File: src/hdl/stick_level_quantizer_with_dash_macros.svh
// Assertion macros shared by the RTL files.
`ifndef STICK_LEVEL_QUANTIZER_WITH_DASH_MACROS_SVH
`define STICK_LEVEL_QUANTIZER_WITH_DASH_MACROS_SVH
`ifndef NO_ASSERTIONS
// Same-cycle implication, disabled during reset.
`define SLQD_ASSERT_NOW(label, ante, cons) \
  label: assert property (@(posedge clk) disable iff (rst) (ante) |-> (cons)) \
    else $error("slqd assertion failed");
// Next-cycle implication, disabled during reset.
`define SLQD_ASSERT_NEXT(label, ante, cons) \
  label: assert property (@(posedge clk) disable iff (rst) (ante) |=> (cons)) \
    else $error("slqd assertion failed");
`else
`define SLQD_ASSERT_NOW(label, ante, cons)
`define SLQD_ASSERT_NEXT(label, ante, cons)
`endif
`endif

File: src/hdl/slqd_pkg.sv
package slqd_pkg;

  localparam int SAMPLE_BITS = 10;
  localparam int ZONE_BITS   = 10;
  localparam int TICK_BITS   = 8;
  localparam int MS_BITS     = 12;
  localparam int TIMER_BITS  = 13;
  localparam int LEVEL_BITS  = 3;
  localparam int OUT_BITS    = 4;
  localparam int SUM_BITS    = 5;
  localparam int CFG_IDX_BITS  = 3;
  localparam int CFG_DATA_BITS = 12;
  // signed compare width: covers centre + dead zone and supply - zone
  localparam int CMP_BITS = ((SAMPLE_BITS > ZONE_BITS) ? SAMPLE_BITS : ZONE_BITS) + 2;

  localparam logic [LEVEL_BITS-1:0] LEVEL_EDGE   = 3'd5;
  localparam logic [LEVEL_BITS-1:0] LEVEL_MIDDLE = 3'd3;
  localparam logic [LEVEL_BITS-1:0] LEVEL_NEAR   = 3'd1;
  localparam logic [LEVEL_BITS-1:0] LEVEL_NONE   = 3'd0;
  localparam logic [SUM_BITS-1:0]   HIGH_SUM     = 5'd4;

  localparam logic [ZONE_BITS-1:0] DEAD_ZONE_RST   = 10'd100;
  localparam logic [ZONE_BITS-1:0] EDGE_ZONE_RST   = 10'd7;
  localparam logic [ZONE_BITS-1:0] MIDDLE_ZONE_RST = 10'd200;
  localparam logic [TICK_BITS-1:0] TICK_MS_RST     = 8'd12;
  localparam logic [MS_BITS-1:0]   TIME_CAP_RST    = 12'd4028;
  localparam logic [MS_BITS-1:0]   DASH_WINDOW_RST = 12'd300;
  localparam logic [MS_BITS-1:0]   DASH_MIN_RST    = 12'd10;

  typedef enum logic [CFG_IDX_BITS-1:0] {
    REG_DEAD_ZONE   = 3'd0,
    REG_EDGE_ZONE   = 3'd1,
    REG_MIDDLE_ZONE = 3'd2,
    REG_TICK_MS     = 3'd3,
    REG_TIME_CAP    = 3'd4,
    REG_DASH_WINDOW = 3'd5,
    REG_DASH_MIN    = 3'd6
  } reg_idx_t;

  typedef struct packed {
    logic [SAMPLE_BITS-1:0] supply_sample;
    logic [SAMPLE_BITS-1:0] x_sample;
    logic [SAMPLE_BITS-1:0] y_sample;
  } in_beat_t;

  typedef struct packed {
    logic [OUT_BITS-1:0] left_level;
    logic [OUT_BITS-1:0] right_level;
    logic [OUT_BITS-1:0] down_level;
    logic [OUT_BITS-1:0] up_level;
  } out_beat_t;

  typedef struct packed {
    logic [LEVEL_BITS-1:0] low;
    logic [LEVEL_BITS-1:0] high;
  } grade_t;

  // Grade one axis sample against supply v; centre is v/2.
  function automatic grade_t grade(input logic [SAMPLE_BITS-1:0] v,
                                   input logic [SAMPLE_BITS-1:0] a,
                                   input logic [ZONE_BITS-1:0] dz,
                                   input logic [ZONE_BITS-1:0] ez,
                                   input logic [ZONE_BITS-1:0] mz);
    logic signed [CMP_BITS-1:0] sv;
    logic signed [CMP_BITS-1:0] sa;
    logic signed [CMP_BITS-1:0] sc;
    logic signed [CMP_BITS-1:0] sdz;
    logic signed [CMP_BITS-1:0] sez;
    logic signed [CMP_BITS-1:0] smz;
    grade_t g;
    sv  = signed'({{(CMP_BITS-SAMPLE_BITS){1'b0}}, v});
    sa  = signed'({{(CMP_BITS-SAMPLE_BITS){1'b0}}, a});
    sdz = signed'({{(CMP_BITS-ZONE_BITS){1'b0}}, dz});
    sez = signed'({{(CMP_BITS-ZONE_BITS){1'b0}}, ez});
    smz = signed'({{(CMP_BITS-ZONE_BITS){1'b0}}, mz});
    sc  = sv >>> 1;
    if (sa < sez)            g.low = LEVEL_EDGE;
    else if (sa < smz)       g.low = LEVEL_MIDDLE;
    else if (sa < sc - sdz)  g.low = LEVEL_NEAR;
    else                     g.low = LEVEL_NONE;
    if (sv - sez < sa)       g.high = LEVEL_EDGE;
    else if (sv - smz < sa)  g.high = LEVEL_MIDDLE;
    else if (sc + sdz < sa)  g.high = LEVEL_NEAR;
    else                     g.high = LEVEL_NONE;
    return g;
  endfunction

  // Level to output field, doubled in dash.
  function automatic logic [OUT_BITS-1:0] scale(input logic [LEVEL_BITS-1:0] lvl,
                                                input logic dash);
    return dash ? {lvl, 1'b0} : {1'b0, lvl};
  endfunction

endpackage

File: src/hdl/stick_level_quantizer_with_dash.sv
// Stick level quantizer with dash. Each input beat carries a supply sample and the
// X/Y stick samples; each axis is graded against half the supply into a low-side and
// a high-side level (0, 1, 3 or 5) using the dead, middle and edge zones. Two
// saturating millisecond timers (X off centre, level sum below 4) decide when dash
// mode starts; in dash all four levels are doubled, and dash ends on the first beat
// whose sum is below 4. Exactly one result beat comes out per input beat, in order.
// A beat accepted into the input register is graded into the result register at the
// first edge at which the result register is empty or being drained; throughput is
// one beat per cycle while the output does not stall, set by the single grading and
// timer-update stage between the two registers. Configuration is through a plain
// write port (cfg_we, cfg_index, cfg_data) and must only be written while idle;
// unknown indexes are ignored.
`include "stick_level_quantizer_with_dash_macros.svh"

module stick_level_quantizer_with_dash (
  input  logic                                   clk,
  input  logic                                   rst,
  input  logic                                   cfg_we,
  input  logic [slqd_pkg::CFG_IDX_BITS-1:0]      cfg_index,
  input  logic [slqd_pkg::CFG_DATA_BITS-1:0]     cfg_data,
  input  logic                                   in_valid,
  output logic                                   in_ready,
  input  slqd_pkg::in_beat_t                     in_data,
  output logic                                   out_valid,
  input  logic                                   out_ready,
  output slqd_pkg::out_beat_t                    out_data
);

  // configuration registers
  logic [slqd_pkg::ZONE_BITS-1:0] dead_zone;
  logic [slqd_pkg::ZONE_BITS-1:0] edge_zone;
  logic [slqd_pkg::ZONE_BITS-1:0] middle_zone;
  logic [slqd_pkg::TICK_BITS-1:0] tick_ms;
  logic [slqd_pkg::MS_BITS-1:0]   time_cap_ms;
  logic [slqd_pkg::MS_BITS-1:0]   dash_window_ms;
  logic [slqd_pkg::MS_BITS-1:0]   dash_min_ms;

  always_ff @(posedge clk) begin
    if (rst) begin
      dead_zone      <= slqd_pkg::DEAD_ZONE_RST;
      edge_zone      <= slqd_pkg::EDGE_ZONE_RST;
      middle_zone    <= slqd_pkg::MIDDLE_ZONE_RST;
      tick_ms        <= slqd_pkg::TICK_MS_RST;
      time_cap_ms    <= slqd_pkg::TIME_CAP_RST;
      dash_window_ms <= slqd_pkg::DASH_WINDOW_RST;
      dash_min_ms    <= slqd_pkg::DASH_MIN_RST;
    end else if (cfg_we) begin
      case (cfg_index)
        slqd_pkg::REG_DEAD_ZONE:   dead_zone      <= cfg_data[slqd_pkg::ZONE_BITS-1:0];
        slqd_pkg::REG_EDGE_ZONE:   edge_zone      <= cfg_data[slqd_pkg::ZONE_BITS-1:0];
        slqd_pkg::REG_MIDDLE_ZONE: middle_zone    <= cfg_data[slqd_pkg::ZONE_BITS-1:0];
        slqd_pkg::REG_TICK_MS:     tick_ms        <= cfg_data[slqd_pkg::TICK_BITS-1:0];
        slqd_pkg::REG_TIME_CAP:    time_cap_ms    <= cfg_data[slqd_pkg::MS_BITS-1:0];
        slqd_pkg::REG_DASH_WINDOW: dash_window_ms <= cfg_data[slqd_pkg::MS_BITS-1:0];
        slqd_pkg::REG_DASH_MIN:    dash_min_ms    <= cfg_data[slqd_pkg::MS_BITS-1:0];
        default: ;
      endcase
    end
  end

  // input register stage
  logic               s1_valid;
  slqd_pkg::in_beat_t s1_data;
  logic               s1_advance;

  // s1 moves on whenever the result register is empty or being drained
  assign s1_advance = s1_valid && (!out_valid || out_ready);
  assign in_ready   = !s1_valid || s1_advance;

  always_ff @(posedge clk) begin
    if (rst) begin
      s1_valid <= 1'b0;
    end else if (in_ready) begin
      s1_valid <= in_valid;
    end
  end

  always_ff @(posedge clk) begin
    if (in_valid && in_ready) begin
      s1_data <= in_data;
    end
  end

  // grading and timer update, one beat per cycle while s1 advances
  slqd_pkg::grade_t gx;
  slqd_pkg::grade_t gy;
  logic [slqd_pkg::SUM_BITS-1:0]   level_sum;
  logic                            sum_high;
  logic                            x_centred;
  logic [slqd_pkg::TIMER_BITS-1:0] off_centre_time;
  logic [slqd_pkg::TIMER_BITS-1:0] off_centre_time_next;
  logic [slqd_pkg::TIMER_BITS-1:0] below_high_time;
  logic [slqd_pkg::TIMER_BITS-1:0] below_high_time_next;
  logic                            dash_active;
  logic                            dash_active_next;
  logic [slqd_pkg::TIMER_BITS-1:0] cap_ext;
  logic [slqd_pkg::TIMER_BITS-1:0] tick_ext;
  logic [slqd_pkg::TIMER_BITS-1:0] window_ext;
  logic [slqd_pkg::TIMER_BITS-1:0] min_ext;
  slqd_pkg::out_beat_t             result;

  assign cap_ext    = {1'b0, time_cap_ms};
  assign window_ext = {1'b0, dash_window_ms};
  assign min_ext    = {1'b0, dash_min_ms};
  assign tick_ext   = {{(slqd_pkg::TIMER_BITS-slqd_pkg::TICK_BITS){1'b0}}, tick_ms};

  always_comb begin
    gx = slqd_pkg::grade(s1_data.supply_sample, s1_data.x_sample,
                         dead_zone, edge_zone, middle_zone);
    gy = slqd_pkg::grade(s1_data.supply_sample, s1_data.y_sample,
                         dead_zone, edge_zone, middle_zone);
    level_sum = {2'b00, gx.low} + {2'b00, gx.high} + {2'b00, gy.low} + {2'b00, gy.high};
    sum_high  = (level_sum >= slqd_pkg::HIGH_SUM);
    x_centred = (gx.low == slqd_pkg::LEVEL_NONE) && (gx.high == slqd_pkg::LEVEL_NONE);

    // X off-centre timer: cleared when centred, stops counting once at or past the cap
    if (x_centred) begin
      off_centre_time_next = '0;
    end else if (off_centre_time < cap_ext) begin
      off_centre_time_next = off_centre_time + tick_ext;
    end else begin
      off_centre_time_next = off_centre_time;
    end

    // dash start looks at the updated X timer but the old below-4 timer
    if (sum_high) begin
      dash_active_next = dash_active ||
                         ((off_centre_time_next < window_ext) &&
                          (min_ext < below_high_time) &&
                          (below_high_time < window_ext));
      below_high_time_next = '0;
    end else begin
      dash_active_next = 1'b0;
      if (below_high_time < cap_ext) begin
        below_high_time_next = below_high_time + tick_ext;
      end else begin
        below_high_time_next = below_high_time;
      end
    end

    // dash_active_next is only ever high with a high sum
    result.left_level  = slqd_pkg::scale(gx.low,  dash_active_next);
    result.right_level = slqd_pkg::scale(gx.high, dash_active_next);
    result.down_level  = slqd_pkg::scale(gy.low,  dash_active_next);
    result.up_level    = slqd_pkg::scale(gy.high, dash_active_next);
  end

  always_ff @(posedge clk) begin
    if (rst) begin
      off_centre_time <= '0;
      below_high_time <= '0;
      dash_active     <= 1'b0;
    end else if (s1_advance) begin
      off_centre_time <= off_centre_time_next;
      below_high_time <= below_high_time_next;
      dash_active     <= dash_active_next;
    end
  end

  // result register
  always_ff @(posedge clk) begin
    if (rst) begin
      out_valid <= 1'b0;
    end else if (s1_advance) begin
      out_valid <= 1'b1;
    end else if (out_ready) begin
      out_valid <= 1'b0;
    end
  end

  always_ff @(posedge clk) begin
    if (s1_advance) begin
      out_data <= result;
    end
  end

  // checks
  `SLQD_ASSERT_NOW(a_ready_when_empty, !out_valid, in_ready)
  `SLQD_ASSERT_NEXT(a_dash_ends_low_sum, s1_advance && !sum_high, !dash_active)
  `SLQD_ASSERT_NEXT(a_below_clear_high_sum, s1_advance && sum_high, below_high_time == '0)
  `SLQD_ASSERT_NEXT(a_dash_levels_even, s1_advance && dash_active_next,
                    !out_data.left_level[0] && !out_data.right_level[0] &&
                    !out_data.down_level[0] && !out_data.up_level[0])

endmodule

File: config.mk
export PLATFORM = sky130hd
export DESIGN_NAME = stick_level_quantizer_with_dash
export DESIGN_NICKNAME = d
export VERILOG_FILES = /design/src/hdl/slqd_pkg.sv /design/src/hdl/stick_level_quantizer_with_dash.sv
export VERILOG_INCLUDE_DIRS = /design/src /design/src/hdl
export SDC_FILE = /design/constraint.sdc
export NUM_CORES = 1
export LEC_CHECK = 0
export ABC_AREA = 0
export BUFFER_PORTS_ARGS = -buffer_cell sky130_fd_sc_hd__clkbuf_2
export CORE_MARGIN = 1.5
export CORE_UTILIZATION = 51
export DETAILED_ROUTE_END_ITERATION = 8
export GPL_TIMING_DRIVEN = 0
export PLACE_DENSITY = 0.71
export SETUP_SLACK_MARGIN = 0.15
export SYNTH_ARGS = -nofsm -noshare
export SYNTH_HDL_FRONTEND = slang
export SYNTH_SLANG_ARGS = --single-unit
export TNS_END_PERCENT = 20
File: constraint.sdc
create_clock -name clk -period 6.8 [get_ports clk]
set_input_delay 1.36 -clock clk [delete_from_list [all_inputs] [get_ports clk]]
set_output_delay 1.36 -clock clk [all_outputs]
set_load 0.05 [all_outputs]
==> key figures, run 1 <==
Worst setup path
  – CP top delay family: adder cells
  – Crit-path slowest cell: fa_1
  – Buf/Inv on CP: 7
  – Worst path arrival time: 7.01 ns
  – Element type at the critical path start: register
  – Crit path to: out_data[6]
  – CP most frequent cell: buf_4
  – Cell depth of the worst setup path: 32
  – Crit Reg-Reg Startpoint: s1_data[21]
  – Crit path from: s1_data[21]
  – Reg2reg end: out_data[6]
  – Worst-path maximum fanout: 7
  – CP max stage delay: 0.54 ns
  – R2r setup slk: -0.05 ns
  – Critical Path End Type: register
  – Kind of critical path: register to register
  – Worst EP required: 6.96 ns
  – Worst reg-to-reg path cell count: 32

Power
  – Pint: 1.95 mW
  – Sequential power share: 33.3%
  – Combinational share of power: between 30% and 40%
  – Psw: 1.10 mW
  – Switching share of total power: between 30% and 40%
  – Clk pwr share: a little under a third
  – Peak supply drop: 0.000163 V
  – Leakage: 6.11 nW
  – Power density cells: 225 nW/µm²

Synthesis
  – Ys async rst share: 0%
  – Mean Syn Cell Area: just under 9 µm²
  – EDFF count, synth: 46
  – Top cells by count, synth: 221 x ha_1, 150 x nand2_1, 134 x a21oi_1
  – Synth area leaders: ha_1 24%, dfxtp_1 18%, edfxtp_1 12%
  – Cell accounting for the most synthesized area: ha_1
  – Post-synth cell types: 72
  – Most frequent cell after synthesis: ha_1
  – Top cell type's share of synthesized area: roughly a quarter
  – YS warnings: 0
  – Gate Count Post-Synth: 1324
  – Syn nets: between 1500 and 2000
  – Sequential-to-total area share from yosys stat: 29.6%
  – Post-Syn Area: 11600 µm²
  – Flops & latches, synth: 149
  – Most used DFF post-synth: dfxtp_1

Clock network
  – H-tree depth: 4
  – Worst-skew pair later-pin latency: 0.44 ns
  – CTS Buffer Depth: 2
  – Worst-path clk slew: 0.07 ns
  – Total clock sinks: around 150
  – Post-CTS Hold Fix Bufs: 0
  – CTS tree: yes
  – CTS root buffer: clkbuf_16
  – CTS buffer count: 17

Placed design
  – Post-DP HPWL: 25800 µm
  – Post-DP Area: 12400 µm²
  – Dpl cells: about 1700
  – Gpl congestion: approximately 0.97
  – Port bufs: 66

Global route
  – Largest net degree at the start of global routing: 31
  – Grt ovf: 0
  – Met3 Use GR: ~4.3%
  – Met1 GRT Util: 33.1%
  – Initial antenna violation count: 0
  – Top Usage Layer GRT: met2
  – Gr usage total: ~29%
  – First-pass GRT wire length: approximately 52000 µm
  – Vias in the first global route: about 10000
  – GR Util met2: 51.0%

Detailed routing
  – DRT antenna net count: 0
  – First DRT Iteration DRCs: 600
  – Final wirelength: 33400 µm
  – Number of remaining DRC errors: 0
  – Avg Vias per Cell: a little under 6
  – Total vias in the final route: 10194
  – Routed length per placed instance: 19.0 µm
  – First-pass iteration count of the detailed router: 7

Cells and area
  – Layout cells sized above 1: 15.3%
  – Fin util: 60.3%
  – Finished Layout Cells: between 1500 and 2000
  – Ant. Diodes: 0
  – Nets: 1746
  – Cell area after layout: 13600 µm²
  – Area delta synth->final: 16.8%

Floorplan
  – Initial Utilization: 51.6%
  – DIE WIDTH: about 150 µm
  – I/O pin count: 68
  – Core footprint: 22500 µm²
  – Die area: 23700 µm²
  – Site Rows: 55
  – Die height: 154 µm

Timing
  – RSZ-0062 raised after global routing: yes
  – Slew HR: 40.5%
  – Fmax: 146 MHz
  – Worst Max-Slew Pin Slew: approximately 0.89 ns
  – Slew Viols, Final: 0
  – Min Clock Period, post-route: about 6.8 ns
  – Period utilization: 101%
  – Final hold vios: 0
  – Setup slack after layout: -0.0473 ns
  – Final setup skew: 0.0124 ns
  – # setup viols final: 8

Status
  – Violated checks: setup timing
  – Status: finished, violations left

Flow run
  – Max Cap Violations: 0

Hold path
  – Type of the most critical hold path: register to register
[worst min path at each step]
stage | cells past startpoint | end | startpoint | slack, ns
final | 2 | edge_zone[3] | edge_zone[3] | 0.46
after CTS | 2 | edge_zone[9] | edge_zone[9] | 0.46
after floorplan | 2 | dash_min_ms[0] | dash_min_ms[0] | 0.43
after global placement | 2 | edge_zone[6] | edge_zone[6] | 0.44
after global routing | 2 | dash_window_ms[7] | dash_window_ms[7] | 0.47
after detailed placement | 2 | middle_zone[2] | middle_zone[2] | 0.45
[routing by layer]
metal,share of wire (%),vias up
li1,-,5019
met1,42,4787
met2,49,294
met3,4.3,94
met4,4.9,0
met5,0,-
[power groups by stage]
stage	combinational [mW]	clock, mW	sequential [mW]
finish	1.07	0.966	1.02
global route	1.17	1.01	1.02
CTS	0.947	0.970	1.02
detailed placement	0.840	0	1.04
global placement	0.817	0	1.04
floorplan	0.572	0	1.07
[per-stage QoR]
stage               TNS, ns  hold slack [ns]  power, mW  setup WS, ns
floorplan                 0            0.431       1.64         0.195
global placement     -10.55            0.444       1.85        -0.537
detailed placement   -12.60            0.448       1.88        -0.590
CTS                       0            0.458       2.93        0.0168
global route          -6.51            0.469       3.20        -0.342
finish               -0.271            0.457       3.05       -0.0473
[tightest hold or removal path: stages, from the launching register on]
cell and delay (ns):
dfxtp_1 0.31, nand2_1 0.05, a21oi_1 0.05
[cell type report]
type | count | area, µm²
Buffer | 35 | 171
Clock buffer | 17 | 425
Clock inverter | 15 | 184
Fill cell | 1937 | 8930
Inverter | 118 | 443
Multi-Input combinational cell | 1022 | 7810
Sequential cell | 149 | 3450
Tap cell | 285 | 357
Timing Repair Buffer | 120 | 739
[flip-flops by register name, summed over array words and instances, names as in the netlist]
register / flops
below_high_time: 13
edge_zone: 10
dash_window_ms: 12
s1_valid: 1
dash_min_ms: 12
s1_data: 30
out_data: 16
off_centre_time: 13
middle_zone: 10
dead_zone: 10
dash_active: 1
tick_ms: 8
out_valid: 1
time_cap_ms: 12
[timing repair]
item / 4_1_cts / 5_1_grt
setup endpoints to repair: 30 / 30
resized for setup: 23 / 31
setup buffers: 37 / 16
cloned: 1 / 0
pin swaps: 29 / 22
[placed cells by master (no fill, tap or decap), types with 12 or more instances in the layout]
cell	Yosys	layout
xnor2_1	31	28
clkbuf_16	0	17
nand2b_1	20	20
nor2_1	94	92
nand2_1	150	149
o21ai_0	55	50
nand3_1	19	19
a21o_1	29	29
ha_1	221	218
inv_1	117	112
clkbuf_1	28	27
edfxtp_1	46	46
nor3_1	25	24
nor2b_1	17	17
nand3b_1	12	12
buf_4	0	54
a211o_1	21	21
xor2_1	14	14
a21oi_1	134	124
a21oi_2	2	12
dfxtp_1	103	101
o21a_1	19	19
clkbuf_2	0	66
[cell families after synthesis]
| group | Yosys count | share of synthesized area [%] |
|---|---|---|
| simple gates | 387 | 15.6 |
| compound gates | 348 | 19.5 |
| fa+ha+maj | 233 | 25.9 |
| buf+inv | 153 | 5.17 |
| flops | 149 | 29.6 |
| xor+xnor | 45 | 3.39 |
| mux | 9 | 0.786 |
No activity file was read; power rests on OpenSTA's default activity.
==> inputs of run 2 (changes only) <==
--- a/config.mk
+++ b/config.mk
@@ -10,6 +10,7 @@
 export BUFFER_PORTS_ARGS = -buffer_cell sky130_fd_sc_hd__clkbuf_2
 export CORE_MARGIN = 1.5
 export CORE_UTILIZATION = 51
+export CTS_BUF_LIST = sky130_fd_sc_hd__clkbuf_8
 export DETAILED_ROUTE_END_ITERATION = 8
 export GPL_TIMING_DRIVEN = 0
 export PLACE_DENSITY = 0.71
==> run 2 against run 1 <==
Against the previous run:
- the flow still finishes with violations (setup timing)
- fmax down 2.1%
- clock power down 26%
- clock-buffer cell count unchanged
- critical path type unchanged
==> key figures, run 2 (synthesis results as in run 1) <==
Status
  – Status: finished, violations left (unchanged)
  – Violated checks: setup timing (unchanged)

Cells and area
  – Nets: 1765 (was 1746)
  – Largest registers: s1_data x30, out_data x16 (unchanged)
  – Fin util: 60.5% (was 60.3%)
  – Most common cell after layout, fill and taps aside: ha_1 (unchanged)
  – Finished Layout Cells: 1780 (was 1761)
  – # fillers: 1928 (was 1937)
  – Ant. Diodes: 0 (unchanged)
  – Biggest register: s1_data (unchanged)
  – Area delta synth->final: 17.1% (was 16.8%)
  – Layout cells sized above 1: 16.3% (was 15.3%)
  – Multi-input gate area: 7840 µm² (was 7810 µm²)
  – Most frequent cells in the layout: 218 x ha_1, 149 x nand2_1, 127 x a21oi_1, 113 x inv_1, 101 x dfxtp_1 (was 218 x ha_1, 149 x nand2_1, 124 x a21oi_1, 112 x inv_1, 101 x dfxtp_1)
  – FF+latch area: 3450 µm² (unchanged)
  – Max reg flops: 30 (unchanged)

Global route
  – Vias in the first global route: 10390 (was 10255)
  – Largest net degree at the start of global routing: 31 (unchanged)
  – Grt ovf: 0 (unchanged)
  – First-pass GRT wire length: 53300 µm (was 52300 µm)
  – Gr usage total: 29.2% (was 28.6%)
  – Initial antenna violation count: 0 (unchanged)

Clock network
  – H-tree depth: 4 (unchanged)
  – CTS tree: yes (unchanged)
  – CTS buffer count: 17 (unchanged)
  – Post-CTS Hold Fix Bufs: 0 (unchanged)
  – CTS Buffer Depth: 2 (unchanged)
  – CTS root buffer: clkbuf_8 (was clkbuf_16)
  – Worst-skew pair later-pin latency: 0.48 ns (was 0.44 ns)
  – Worst-path clk slew: 0.10 ns (was 0.07 ns)
  – Total clock sinks: 149 (unchanged)

Hold path
  – Hold-critical path endpoint: edge_zone[9] (was edge_zone[3])
  – Hold path depth: 2 (unchanged)
  – Type of the most critical hold path: register to register (unchanged)
  – Hold path startpoint: edge_zone[9] (was edge_zone[3])

Floorplan
  – Die area: 23700 µm² (unchanged)
  – Site Rows: 55 (unchanged)
  – Core footprint: 22500 µm² (unchanged)
  – I/O pin count: 68 (unchanged)
  – Initial Utilization: 51.6% (unchanged)
  – DIE WIDTH: 154 µm (unchanged)
  – Die height: 154 µm (unchanged)

Worst setup path
  – Worst-path maximum fanout: 5 (was 7)
  – CP max stage delay: 0.52 ns (was 0.54 ns)
  – Element type at the critical path start: register (unchanged)
  – Worst EP required: 7.11 ns (was 6.96 ns)
  – Worst reg-to-reg path cell count: 47 (was 32)
  – R2r setup slk: -0.20 ns (was -0.05 ns)
  – Kind of critical path: register to register (unchanged)
  – Crit Reg-Reg Startpoint: s1_data[21] (unchanged)
  – Crit-path slowest cell: edfxtp_1 (was fa_1)
  – CP most frequent cell: buf_4 (unchanged)
  – Worst path arrival time: 7.30 ns (was 7.01 ns)
  – Reg2reg end: out_data[10] (was out_data[6])
  – Critical Path End Type: register (unchanged)

Timing
  – RSZ-0062 raised after global routing: yes (unchanged)
  – Final setup skew: 0.0225 ns (was 0.0124 ns)
  – Min Clock Period, post-route: 7.00 ns (was 6.85 ns)
  – Slew HR: 38.3% (was 40.5%)
  – Worst Max-Slew Pin Slew: 0.920 ns (was 0.886 ns)
  – Slew Viols, Final: 0 (unchanged)
  – # setup viols final: 13 (was 8)
  – Fmax: 143 MHz (was 146 MHz)
  – Period utilization: 103% (was 101%)
  – WHS: 0.459 ns (was 0.457 ns)
  – Setup slack after layout: -0.197 ns (was -0.0473 ns)
  – Final hold vios: 0 (unchanged)

Detailed routing
  – Final wirelength: 34000 µm (was 33400 µm)
  – Routed length per placed instance: 19.1 µm (was 19.0 µm)
  – Total vias in the final route: 10382 (was 10194)
  – DRT antenna net count: 0 (unchanged)
  – Avg Vias per Cell: 5.83 (was 5.79)
  – First DRT Iteration DRCs: 555 (was 600)
  – First-pass iteration count of the detailed router: 6 (was 7)
  – Number of remaining DRC errors: 0 (unchanged)

Placed design
  – DP Worst Slack: -0.590 ns (unchanged)
  – Port bufs: 66 (unchanged)
  – Post-DP HPWL: 25800 µm (unchanged)
  – Gpl congestion: 0.967 (unchanged)
  – Dpl cells: 1675 (unchanged)

Power
  – Power density cells: 212 nW/µm² (was 225 nW/µm²)
  – Leakage: 6.12 nW (was 6.11 nW)
  – Peak supply drop: 0.000145 V (was 0.000163 V)

Flow run
  – Max Cap Violations: 0 (unchanged)
[run 2: changes by cell type in the layout (fill, tap and decap cells not counted), moves of 3 or more]
cell	delta
clkbuf_16	-17
buf_4	+3
buf_6	+16
a21oi_1	+3
a21oi_2	-3
clkbuf_8	+17
[run 2: per-stage QoR]
step	total power, mW	instance area, µm²	setup TNS (ns)
after floorplan	1.64	11700	0
after global placement	1.85	12400	-10.55
after detailed placement	1.88	12400	-12.60
after CTS	2.75	13400	-0.453
after global routing	3.04	13600	-7.76
final	2.89	13600	-1.69
[run 2: worst max path at each step]
stage	from	to	slack [ns]	cells past startpoint
final	s1_data[21]	out_data[10]	-0.20	47
after global routing	s1_data[21]	out_data[5]	-0.39	32
after CTS	s1_data[21]	out_data[6]	-0.07	33
after detailed placement	s1_data[21]	out_data[1]	-0.59	31
after global placement	s1_data[21]	out_data[1]	-0.54	31
after floorplan	s1_data[21]	out_data[5]	0.20	32
[run 2: layer usage]
metal | wire [µm] | up-vias | GRT usage [%]
li1 | - | 5057 | -
met1 | 13900 | 4872 | 33.6
met2 | 16600 | 321 | 51.7
met3 | 1490 | 132 | 3.95
met4 | 1950 | 0 | 17.2
met5 | 0 | - | 0
[run 2: cell type report]
cell class | instances | share of cell area (%)
flip-flops and latches | 149 | 25.3
plain buffers | 35 | 1.26
clock inverters | 15 | 1.35
well taps | 285 | 2.62
inverters | 118 | 3.25
multi-input cells | 1022 | 57.6
repair buffers | 139 | 6.92
clock buffers | 17 | 1.72
[run 2: where the power goes]
group / leakage, nW / internal [mW] / switching [mW]
Clock: 0.201 / 0.281 / 0.434
Sequential: 1.28 / 0.976 / 0.0398
Combinational: 4.64 / 0.530 / 0.626
[run 2: timing repair]
item	CTS	global route
setup endpoints to repair	30	30
pin swaps	41	8
gates resized for setup	43	29
cloned	1	0
setup buffers	61	11
[run 2: critical path, delay by kind of cell (launching register included)]
kind,cells,cell delay [ns]
flip-flops,1,0.52
XOR/XNOR,1,0.11
AND/OR/NAND/NOR,3,0.47
adder cells (fa/ha/maj),2,0.57
buffers and inverters,31,3.54
multiplexers,1,0.16
AO/OA/AOI/OAI,9,1.41
